`config.mk`:
```
export PLATFORM = sky130hd
export DESIGN_NAME = pair_table_layout_chooser
export DESIGN_NICKNAME = d
export VERILOG_FILES = /design/src/sv/ptlc_pkg.sv /design/src/sv/ptlc_stats.sv /design/src/sv/ptlc_decide.sv /design/src/sv/pair_table_layout_chooser.sv
export SDC_FILE = /design/constraint.sdc
export NUM_CORES = 2
export LEC_CHECK = 0
export ABC_AREA = 1
export ABC_CLOCK_PERIOD_IN_PS = 14340
export BUFFER_PORTS_ARGS = -buffer_cell sky130_fd_sc_hd__buf_2
export CAP_MARGIN = 10
export CORE_MARGIN = 8
export CORE_UTILIZATION = 57
export DETAILED_ROUTE_END_ITERATION = 10
export HOLD_SLACK_MARGIN = 0.1
export MAX_ROUTING_LAYER = met4
export PLACE_DENSITY_LB_ADDON = 0.2
export RECOVER_POWER = 25
export SYNTH_ARGS = -nofsm -noshare
export SYNTH_HDL_FRONTEND = slang
export SYNTH_SLANG_ARGS = --single-unit
export TNS_END_PERCENT = 5
```
`constraint.sdc`:
```
create_clock -name clk -period 14.34 [get_ports clk]
set_input_delay 4.302 -clock clk [delete_from_list [all_inputs] [get_ports clk]]
set_output_delay 4.302 -clock clk [all_outputs]
set_load 0.005 [all_outputs]
```
`src/sv/ptlc_pkg.sv`:
```
// Types, constants and helper functions of the pair table layout chooser.
package ptlc_pkg;

  // Statistics counter width and fixed field widths
  localparam int COUNT_BITS = 32;
  localparam int VAL_W      = 63;
  localparam int CFG_W      = 32;
  localparam int BYTES_W    = 4;
  localparam int SUM_W      = BYTES_W + 1;
  localparam int CMP_W      = (COUNT_BITS > CFG_W) ? COUNT_BITS : CFG_W;
  localparam int PROD_W     = COUNT_BITS + SUM_W + 1;
  localparam int CFG_IDX_W  = 2;

  // Longest run that still fits one-byte counts, and the narrow and wide count sizes
  localparam logic [COUNT_BITS-1:0] RUN_SHORT_MAX = COUNT_BITS'(255);
  localparam logic [BYTES_W-1:0]    COUNT_NARROW_BYTES = BYTES_W'(1);
  localparam logic [BYTES_W-1:0]    COUNT_WIDE_BYTES   = BYTES_W'(4);

  // Configuration register indexes
  localparam logic [CFG_IDX_W-1:0] CFG_GROUP_LIMIT     = 2'd0;
  localparam logic [CFG_IDX_W-1:0] CFG_EXACT_ROW_LIMIT = 2'd1;
  localparam logic [CFG_IDX_W-1:0] CFG_ROW_FOR_LARGE   = 2'd2;

  // Reset values of the configuration registers
  localparam logic [CFG_W-1:0] GROUP_LIMIT_RESET     = CFG_W'(65536);
  localparam logic [CFG_W-1:0] EXACT_ROW_LIMIT_RESET = CFG_W'(1048576);

  // Byte-width codes
  localparam logic [1:0] WCODE_1     = 2'd0;
  localparam logic [1:0] WCODE_2     = 2'd1;
  localparam logic [1:0] WCODE_4     = 2'd2;
  localparam logic [1:0] WCODE_5PLUS = 2'd3;

  typedef enum logic [1:0] {
    LAYOUT_COLUMN  = 2'd0,
    LAYOUT_ROW     = 2'd1,
    LAYOUT_CLUSTER = 2'd2
  } layout_t;

  typedef struct packed {
    logic [VAL_W-1:0] first;
    logic [VAL_W-1:0] second;
    logic             last;
  } pair_t;

  typedef struct packed {
    logic [VAL_W-1:0]      max_first;
    logic [VAL_W-1:0]      max_second;
    logic [COUNT_BITS-1:0] run_count;
    logic [COUNT_BITS-1:0] row_count;
    logic                  long_run;
  } stats_t;

  typedef struct packed {
    logic [CFG_W-1:0] group_limit;
    logic [CFG_W-1:0] exact_row_limit;
    logic             row_for_large;
  } cfg_t;

  typedef struct packed {
    logic       exact;
    logic       wide_count;
    logic [1:0] second_width_code;
    logic [1:0] first_width_code;
    layout_t    layout;
  } result_t;

  // Least number of bytes, 1 to 8, that holds the value
  function automatic logic [BYTES_W-1:0] byte_count(input logic [VAL_W-1:0] v);
    logic [BYTES_W-1:0] n;
    n = BYTES_W'(1);
    for (int i = 1; i < 8; i++) begin
      if ((v >> (8 * i)) != '0) n = BYTES_W'(i + 1);
    end
    return n;
  endfunction

  function automatic logic [1:0] width_code(input logic [BYTES_W-1:0] n);
    logic [1:0] c;
    case (n)
      4'd1:        c = WCODE_1;
      4'd2:        c = WCODE_2;
      4'd3, 4'd4:  c = WCODE_4;
      default:     c = WCODE_5PLUS;
    endcase
    return c;
  endfunction

  // Saturating counter increment
  function automatic logic [COUNT_BITS-1:0] sat_inc(input logic [COUNT_BITS-1:0] v);
    return (v == '1) ? v : v + COUNT_BITS'(1);
  endfunction

endpackage

```
`src/sv/ptlc_stats.sv`:
```
// Running table statistics: maxima, run tracking and row count.
module ptlc_stats
  import ptlc_pkg::*;
(
  input  logic   clk,
  input  logic   rst,
  input  pair_t  item,
  input  logic   go,
  output stats_t stats_next
);

  logic [VAL_W-1:0]      max_first;
  logic [VAL_W-1:0]      max_second;
  logic [VAL_W-1:0]      previous_first;
  logic                  have_previous;
  logic [COUNT_BITS-1:0] run_count;
  logic [COUNT_BITS-1:0] current_run;
  logic [COUNT_BITS-1:0] longest_run;
  logic [COUNT_BITS-1:0] row_count;

  logic [VAL_W-1:0]      max_first_next;
  logic [VAL_W-1:0]      max_second_next;
  logic                  new_run;
  logic [COUNT_BITS-1:0] run_count_next;
  logic [COUNT_BITS-1:0] current_run_next;
  logic [COUNT_BITS-1:0] longest_run_next;
  logic [COUNT_BITS-1:0] row_count_next;

  // Fold the current pair into the statistics
  always_comb begin
    max_first_next   = (item.first > max_first) ? item.first : max_first;
    max_second_next  = (item.second > max_second) ? item.second : max_second;
    new_run          = !have_previous || (item.first != previous_first);
    run_count_next   = new_run ? sat_inc(run_count) : run_count;
    current_run_next = sat_inc(new_run ? '0 : current_run);
    longest_run_next = (current_run_next > longest_run) ? current_run_next : longest_run;
    row_count_next   = sat_inc(row_count);

    stats_next.max_first  = max_first_next;
    stats_next.max_second = max_second_next;
    stats_next.run_count  = run_count_next;
    stats_next.row_count  = row_count_next;
    stats_next.long_run   = longest_run_next > RUN_SHORT_MAX;
  end

  // Advance on each beat; clear after the last beat of a table
  always_ff @(posedge clk) begin
    if (rst || (go && item.last)) begin
      max_first      <= '0;
      max_second     <= '0;
      previous_first <= '0;
      have_previous  <= 1'b0;
      run_count      <= '0;
      current_run    <= '0;
      longest_run    <= '0;
      row_count      <= '0;
    end else if (go) begin
      max_first      <= max_first_next;
      max_second     <= max_second_next;
      previous_first <= item.first;
      have_previous  <= 1'b1;
      run_count      <= run_count_next;
      current_run    <= current_run_next;
      longest_run    <= longest_run_next;
      row_count      <= row_count_next;
    end
  end

endmodule

```
`src/sv/ptlc_decide.sv`:
```
// Layout decision from the final statistics of a table.
module ptlc_decide
  import ptlc_pkg::*;
(
  input  stats_t  stats,
  input  cfg_t    cfg,
  output result_t result
);

  logic [BYTES_W-1:0] b1;
  logic [BYTES_W-1:0] b2;
  logic [BYTES_W-1:0] bc;
  logic [PROD_W-1:0]  row_bytes;
  logic [PROD_W-1:0]  clu_bytes;
  logic               below_limit;
  logic               many_runs;

  always_comb begin
    b1 = byte_count(stats.max_first);
    b2 = byte_count(stats.max_second);
    bc = stats.long_run ? COUNT_WIDE_BYTES : COUNT_NARROW_BYTES;

    // Estimated byte totals of the row and cluster layouts
    row_bytes = PROD_W'(stats.row_count) * PROD_W'(SUM_W'(b1) + SUM_W'(b2));
    clu_bytes = PROD_W'(stats.run_count) * PROD_W'(SUM_W'(b1) + SUM_W'(bc))
              + PROD_W'(b2);

    below_limit = CMP_W'(stats.row_count) < CMP_W'(cfg.exact_row_limit);
    many_runs   = CMP_W'(stats.run_count) >= CMP_W'(cfg.group_limit);

    result.layout            = LAYOUT_COLUMN;
    result.first_width_code  = WCODE_1;
    result.second_width_code = WCODE_1;
    result.wide_count        = 1'b0;
    result.exact             = 1'b1;

    if (!below_limit) begin
      // Table too large for exact statistics: fixed layout
      result.exact = 1'b0;
      if (cfg.row_for_large) begin
        result.layout            = LAYOUT_ROW;
        result.first_width_code  = WCODE_5PLUS;
        result.second_width_code = WCODE_5PLUS;
      end
    end else if (!many_runs) begin
      result.first_width_code  = width_code(b1);
      result.second_width_code = width_code(b2);
      if (row_bytes < clu_bytes) begin
        result.layout = LAYOUT_ROW;
      end else begin
        result.layout     = LAYOUT_CLUSTER;
        result.wide_count = stats.long_run;
      end
    end
  end

endmodule

```
`src/sv/pair_table_layout_chooser.sv`:
```
// Top level of the pair table layout chooser: input, snapshot and result registers.
//
//  channel  dir  handshake                data
//  s_*      in   s_tvalid / s_tready      s_tdata pair, s_tlast last pair of table
//  m_*      out  m_tvalid / m_tready      m_tdata layout and width codes
//  cfg_*    in   cfg_valid / cfg_ready    cfg_index, cfg_data
//
// One pair per cycle unless a last beat waits for a free snapshot; the statistics update on each accepted pair.
// A table's last beat passes the input register, the snapshot and then the result
// register before its result appears on m_tvalid.
// Synchronous reset clears all valid bits and statistics and reloads the configuration reset values.
// With results waiting in both the snapshot and the result register, the next
// last beat holds in the input register and blocks the input; pairs ahead of it flow.
module pair_table_layout_chooser
  import ptlc_pkg::*;
(
  input  logic                 clk,
  input  logic                 rst,
  input  logic                 s_tvalid,
  output logic                 s_tready,
  input  logic [127:0]         s_tdata,   // first_value[62:0], second_value[125:63], zeros
  input  logic                 s_tlast,
  output logic                 m_tvalid,
  input  logic                 m_tready,
  output logic [7:0]           m_tdata,   // layout[1:0], first_width_code[3:2],
                                          // second_width_code[5:4], wide_count[6], exact[7]
  input  logic                 cfg_valid,
  output logic                 cfg_ready,
  input  logic [CFG_IDX_W-1:0] cfg_index,
  input  logic [CFG_W-1:0]     cfg_data
);

  cfg_t    cfg;
  logic    in_valid;
  pair_t   in_item;
  logic    snap_valid;
  stats_t  snap;
  stats_t  stats_next;
  logic    out_valid;
  result_t out_result;
  result_t result;

  logic out_free;
  logic snap_go;
  logic snap_free;
  logic stats_go;

  // Pipeline flow control
  assign out_free  = !out_valid || m_tready;
  assign snap_go   = snap_valid && out_free;
  assign snap_free = !snap_valid || snap_go;
  assign stats_go  = in_valid && (!in_item.last || snap_free);
  assign s_tready  = !in_valid || stats_go;
  assign cfg_ready = 1'b1;

  // Configuration registers
  always_ff @(posedge clk) begin
    if (rst) begin
      cfg.group_limit     <= GROUP_LIMIT_RESET;
      cfg.exact_row_limit <= EXACT_ROW_LIMIT_RESET;
      cfg.row_for_large   <= 1'b0;
    end else if (cfg_valid && cfg_ready) begin
      case (cfg_index)
        CFG_GROUP_LIMIT:     cfg.group_limit     <= cfg_data;
        CFG_EXACT_ROW_LIMIT: cfg.exact_row_limit <= cfg_data;
        CFG_ROW_FOR_LARGE:   cfg.row_for_large   <= cfg_data[0];
        default: ;
      endcase
    end
  end

  // Input register: take a beat whenever the stage drains
  always_ff @(posedge clk) begin
    if (rst) begin
      in_valid <= 1'b0;
    end else if (s_tready) begin
      in_valid <= s_tvalid;
    end
  end

  always_ff @(posedge clk) begin
    if (s_tvalid && s_tready) begin
      in_item.first  <= s_tdata[VAL_W-1:0];
      in_item.second <= s_tdata[2*VAL_W-1:VAL_W];
      in_item.last   <= s_tlast;
    end
  end

  ptlc_stats u_stats (
    .clk        (clk),
    .rst        (rst),
    .item       (in_item),
    .go         (stats_go),
    .stats_next (stats_next)
  );

  // Snapshot of the final statistics of a table
  always_ff @(posedge clk) begin
    if (rst) begin
      snap_valid <= 1'b0;
    end else if (snap_free) begin
      snap_valid <= stats_go && in_item.last;
    end
  end

  always_ff @(posedge clk) begin
    if (snap_free && stats_go && in_item.last) begin
      snap <= stats_next;
    end
  end

  ptlc_decide u_decide (
    .stats  (snap),
    .cfg    (cfg),
    .result (result)
  );

  // Result register: hold until the beat is taken
  always_ff @(posedge clk) begin
    if (rst) begin
      out_valid <= 1'b0;
    end else if (out_free) begin
      out_valid <= snap_go;
    end
  end

  always_ff @(posedge clk) begin
    if (snap_go) begin
      out_result <= result;
    end
  end

  assign m_tvalid = out_valid;
  assign m_tdata  = out_result;

endmodule

```
==> impl_metrics.csv <==
group,metric,value,unit
global_route,grt_pass1_vias,39600,
route,drc,0,
place,place_area,0.0503,mm2
clocking,postCtsSetupBuffers,0,
sta,rsz0062_at_grt,"no",
die,dieHeight,308,um
sta,drv_slew,247,
final_layout,antenna_cells,0,
worst_setup_path,r2r_slack,4.15,ns
power,p_leak,24.3,nW
sta,maxSlewHeadroom,-1.26,
sta,max_slew.worst_pin.slew,3.38,ns
final_layout,drive_above_1_share,0.0581,
clocking,hold_buffers,0,
die,ios,179,
route,vias_per_cell,5.39,
power,p_switching,1.84,mW
final_layout,fin_area,0.0532,mm2
min_path,hp-class,"flip-flop to flip-flop",
clocking,clock_latency,0.67,ns
yosys,synthSimpleGateAreaFrac,0.197,
die,fp-row-count,107,
global_route,antenna_found_initial,0,
worst_setup_path,max_stage_delay,0.93,ns
die,initial_core_util,0.573,
worst_setup_path,path_max_fanout,22,
global_route,grt_max_degree,180,
power,p_sw_frac,0.316,
yosys,yosys.area_share.xor_xnor,0.0314,
clocking,cts_tree,"done",
sta,fin_crit,10.19,ns
worst_setup_path,slowest_stage,"nor4_1",
final_layout,fillerInstances,7580,
power,intPower,3.97,mW
sta,fin_crit_sh,0.711,
place,place.gp.congestion,0.974,
yosys,seq_area_frac_synth,0.351,
worst_setup_path,critPathCaptureType,"flip-flop",
die,core-area,0.0847,mm2
place,numPortBuffers,175,
yosys,synth_nets,7125,
die,dieWidth,308,um
power,peakVddDrop,148,uV
worst_setup_path,critPathMostFrequentCell,"o21ai_0",
yosys,synth_top_family_by_area,"simple AND/OR/NAND/NOR gates",
route,ant_nets,0,
final_layout,fin_nets,7215,
yosys,synth-compound-area-share,0.131,
yosys,synthesis.area,0.0485,mm2
sta,setup_tns,0,ns
global_route,gr-total-overflow,0,
route,wl_per_cell,16.9,um
clocking,root_buffer,"clkbuf_16",
clocking,clkSinkCount,696,
worst_setup_path,worst_setup_path_start_kind,"flip-flop",
power,p_clk_frac,0.382,
yosys,async_reset_ff_frac,0,
clocking,clk_pin_slew,0.06,ns
final_layout,seq_area,0.0170,mm2
place,place_hpwl,97500,um
status,status,"complete, but fails checks",
worst_setup_path,cp.required,14.71,ns
worst_setup_path,cp.arrival,10.56,ns
die,design.die.area,0.0947,mm2
clocking,h-tree-depth,3,
route,dr_total_vias,41400,
yosys,synth-seq-cells,696,
flow_run,maxCapViolCount,3,
final_layout,multi_input_area,0.0261,mm2
yosys,syn_inst,6381,
sta,hold_viol,0,
status,violations,"max-capacitance violations, max-slew violations",
clocking,post_cts_resized,0,
route,wl,130000,um
clocking,clock_path_buffers,3,
power,seqPwrFrac,0.394,
power,power_frac_comb,0.224,
clocking,cts_buffers,81,
sta,setup_viol,0,
yosys,synthAdderAreaFrac,0.177,
sta,fin_skew,0.0438,ns
sta,clock.fmax,98.1,MHz
yosys,yosys_warnings,0,
global_route,grt_pass1_wl,208000,um
yosys,ys_types,59,
yosys,synth_edf_count,310,
yosys,synthMuxAreaShare,0,
global_route,grt_usage,0.278,
worst_setup_path,crit_type,"flip-flop to flip-flop",
yosys,synth_ff_type,"dfxtp_1",
yosys,syn_area_per_cell,7.60,um2
power,power_density,109,mW/mm2
route,drt_iter0_markers,3555,
route,dr.pass1.iters,5,
final_layout,syn2layout_area_growth,9.61,%
## layer usage
layer,global-route usage,share of wire
met1,0.384,0.47
met2,0.428,0.44
met3,0.0394,0.065
met4,0.0759,0.025
met5,-,0
## stage by stage
step           instances  worst slack, ns  total power [mW]  hold slack, ns  utilization
2_1_floorplan       6381             2.97              3.23           0.424            -
3_3_place_gp        7532             4.50              3.57           0.438        0.594
3_5_place_dp        7532             4.35              3.60           0.447        0.594
4_1_cts             7684             4.26              5.83           0.456        0.628
5_1_grt             7684             3.62              6.12           0.484        0.628
6_report            7684             4.15              5.81           0.455        0.628
## cell type report
type                       count  share of cell area
multi-input combinational   4247               0.490
clock buffer                 102              0.0425
clock inverter                50              0.0120
timing repair buffer         206              0.0206
sequential                   696               0.320
inverter                    1239              0.0876
tap                         1144              0.0269
## power by group through the flow
stage | logic, mW | clock network (mW) | registers (mW)
floorplan | 0.920 | 0 | 2.31
global placement | 1.24 | 0 | 2.33
detailed placement | 1.27 | 0 | 2.33
CTS | 1.28 | 2.26 | 2.29
global route | 1.48 | 2.34 | 2.30
finish | 1.30 | 2.22 | 2.29
## Yosys cell counts (13+ instances only)
master / instances / area [um2]
a211oi_1: 17 / 128
a21oi_1: 604 / 3020
a31oi_1: 19 / 119
clkbuf_1: 171 / 642
dfxtp_1: 386 / 7730
edfxtp_1: 310 / 9310
fa_1: 184 / 3680
ha_1: 392 / 4900
inv_1: 1221 / 4580
inv_2: 13 / 48.8
nand2_1: 1225 / 4600
nand3_1: 155 / 776
nand4_1: 110 / 688
nor2_1: 639 / 2400
nor3_1: 68 / 340
nor4_1: 54 / 338
o211ai_1: 18 / 135
o21a_1: 15 / 113
o21ai_0: 452 / 2260
xnor2_1: 60 / 526
xor2_1: 114 / 998
## cell usage in the layout (no fill, tap or decap), types with 110 or more instances in the layout
| cell type | Yosys | final |
|---|---|---|
| inv_1 | 1221 | 1221 |
| fa_1 | 184 | 184 |
| edfxtp_1 | 310 | 310 |
| a21oi_1 | 604 | 605 |
| ha_1 | 392 | 392 |
| nand3_1 | 155 | 151 |
| o21ai_0 | 452 | 452 |
| buf_2 | 12 | 158 |
| nand4_1 | 110 | 110 |
| xor2_1 | 114 | 114 |
| nand2_1 | 1225 | 1224 |
| dfxtp_1 | 386 | 386 |
| nor2_1 | 639 | 641 |
## cells by family (layout without fill, tap and decap cells)
group / after synthesis / in the layout
AOI/OAI and AO/OA: 1193 / 1193
and+or+nand+nor: 2303 / 2303
buffers and inverters: 1438 / 1597
adders and majority gates: 576 / 576
DFF: 696 / 696
other: 1 / 1
xor gates and xnor gates: 174 / 174
## path summary, 6_finish.rpt
check                                    startpoint                        to  depth (start not counted)
worst min register to register            flip-flop                 flip-flop                          2
worst max register to register  snap[161]$_DFFE_PP_  m_tdata[6]$_SDFFCE_PP0P_                         37
worst max-delay path            snap[161]$_DFFE_PP_  m_tdata[6]$_SDFFCE_PP0P_                         37
worst min-delay path                      flip-flop                 flip-flop                          2
## state kept, by name, indices dropped and copies added (netlist names), named ones only
register	cells
snap	175
in_item	127
in_valid	1
u_stats.max_second	55
m_tdata	8
u_stats.have_previous	1
u_stats.row_count	32
u_stats.max_first	55
cfg	65
u_stats.longest_run	32
m_tvalid	1
snap_valid	1
u_stats.previous_first	63
u_stats.current_run	32
u_stats.run_count	32
## critical path: cells and delay by family (launching register included)
| kind | cells | cell delay, ns |
|---|---|---|
| XOR/XNOR | 1 | 0.22 |
| AND/OR/NAND/NOR | 9 | 1.95 |
| buffers and inverters | 5 | 0.99 |
| AO/OA/AOI/OAI | 15 | 3.54 |
| flip-flops | 1 | 0.37 |
| adder cells (fa/ha/maj) | 7 | 2.80 |
Note: power is estimated with default switching activity, not from simulation.
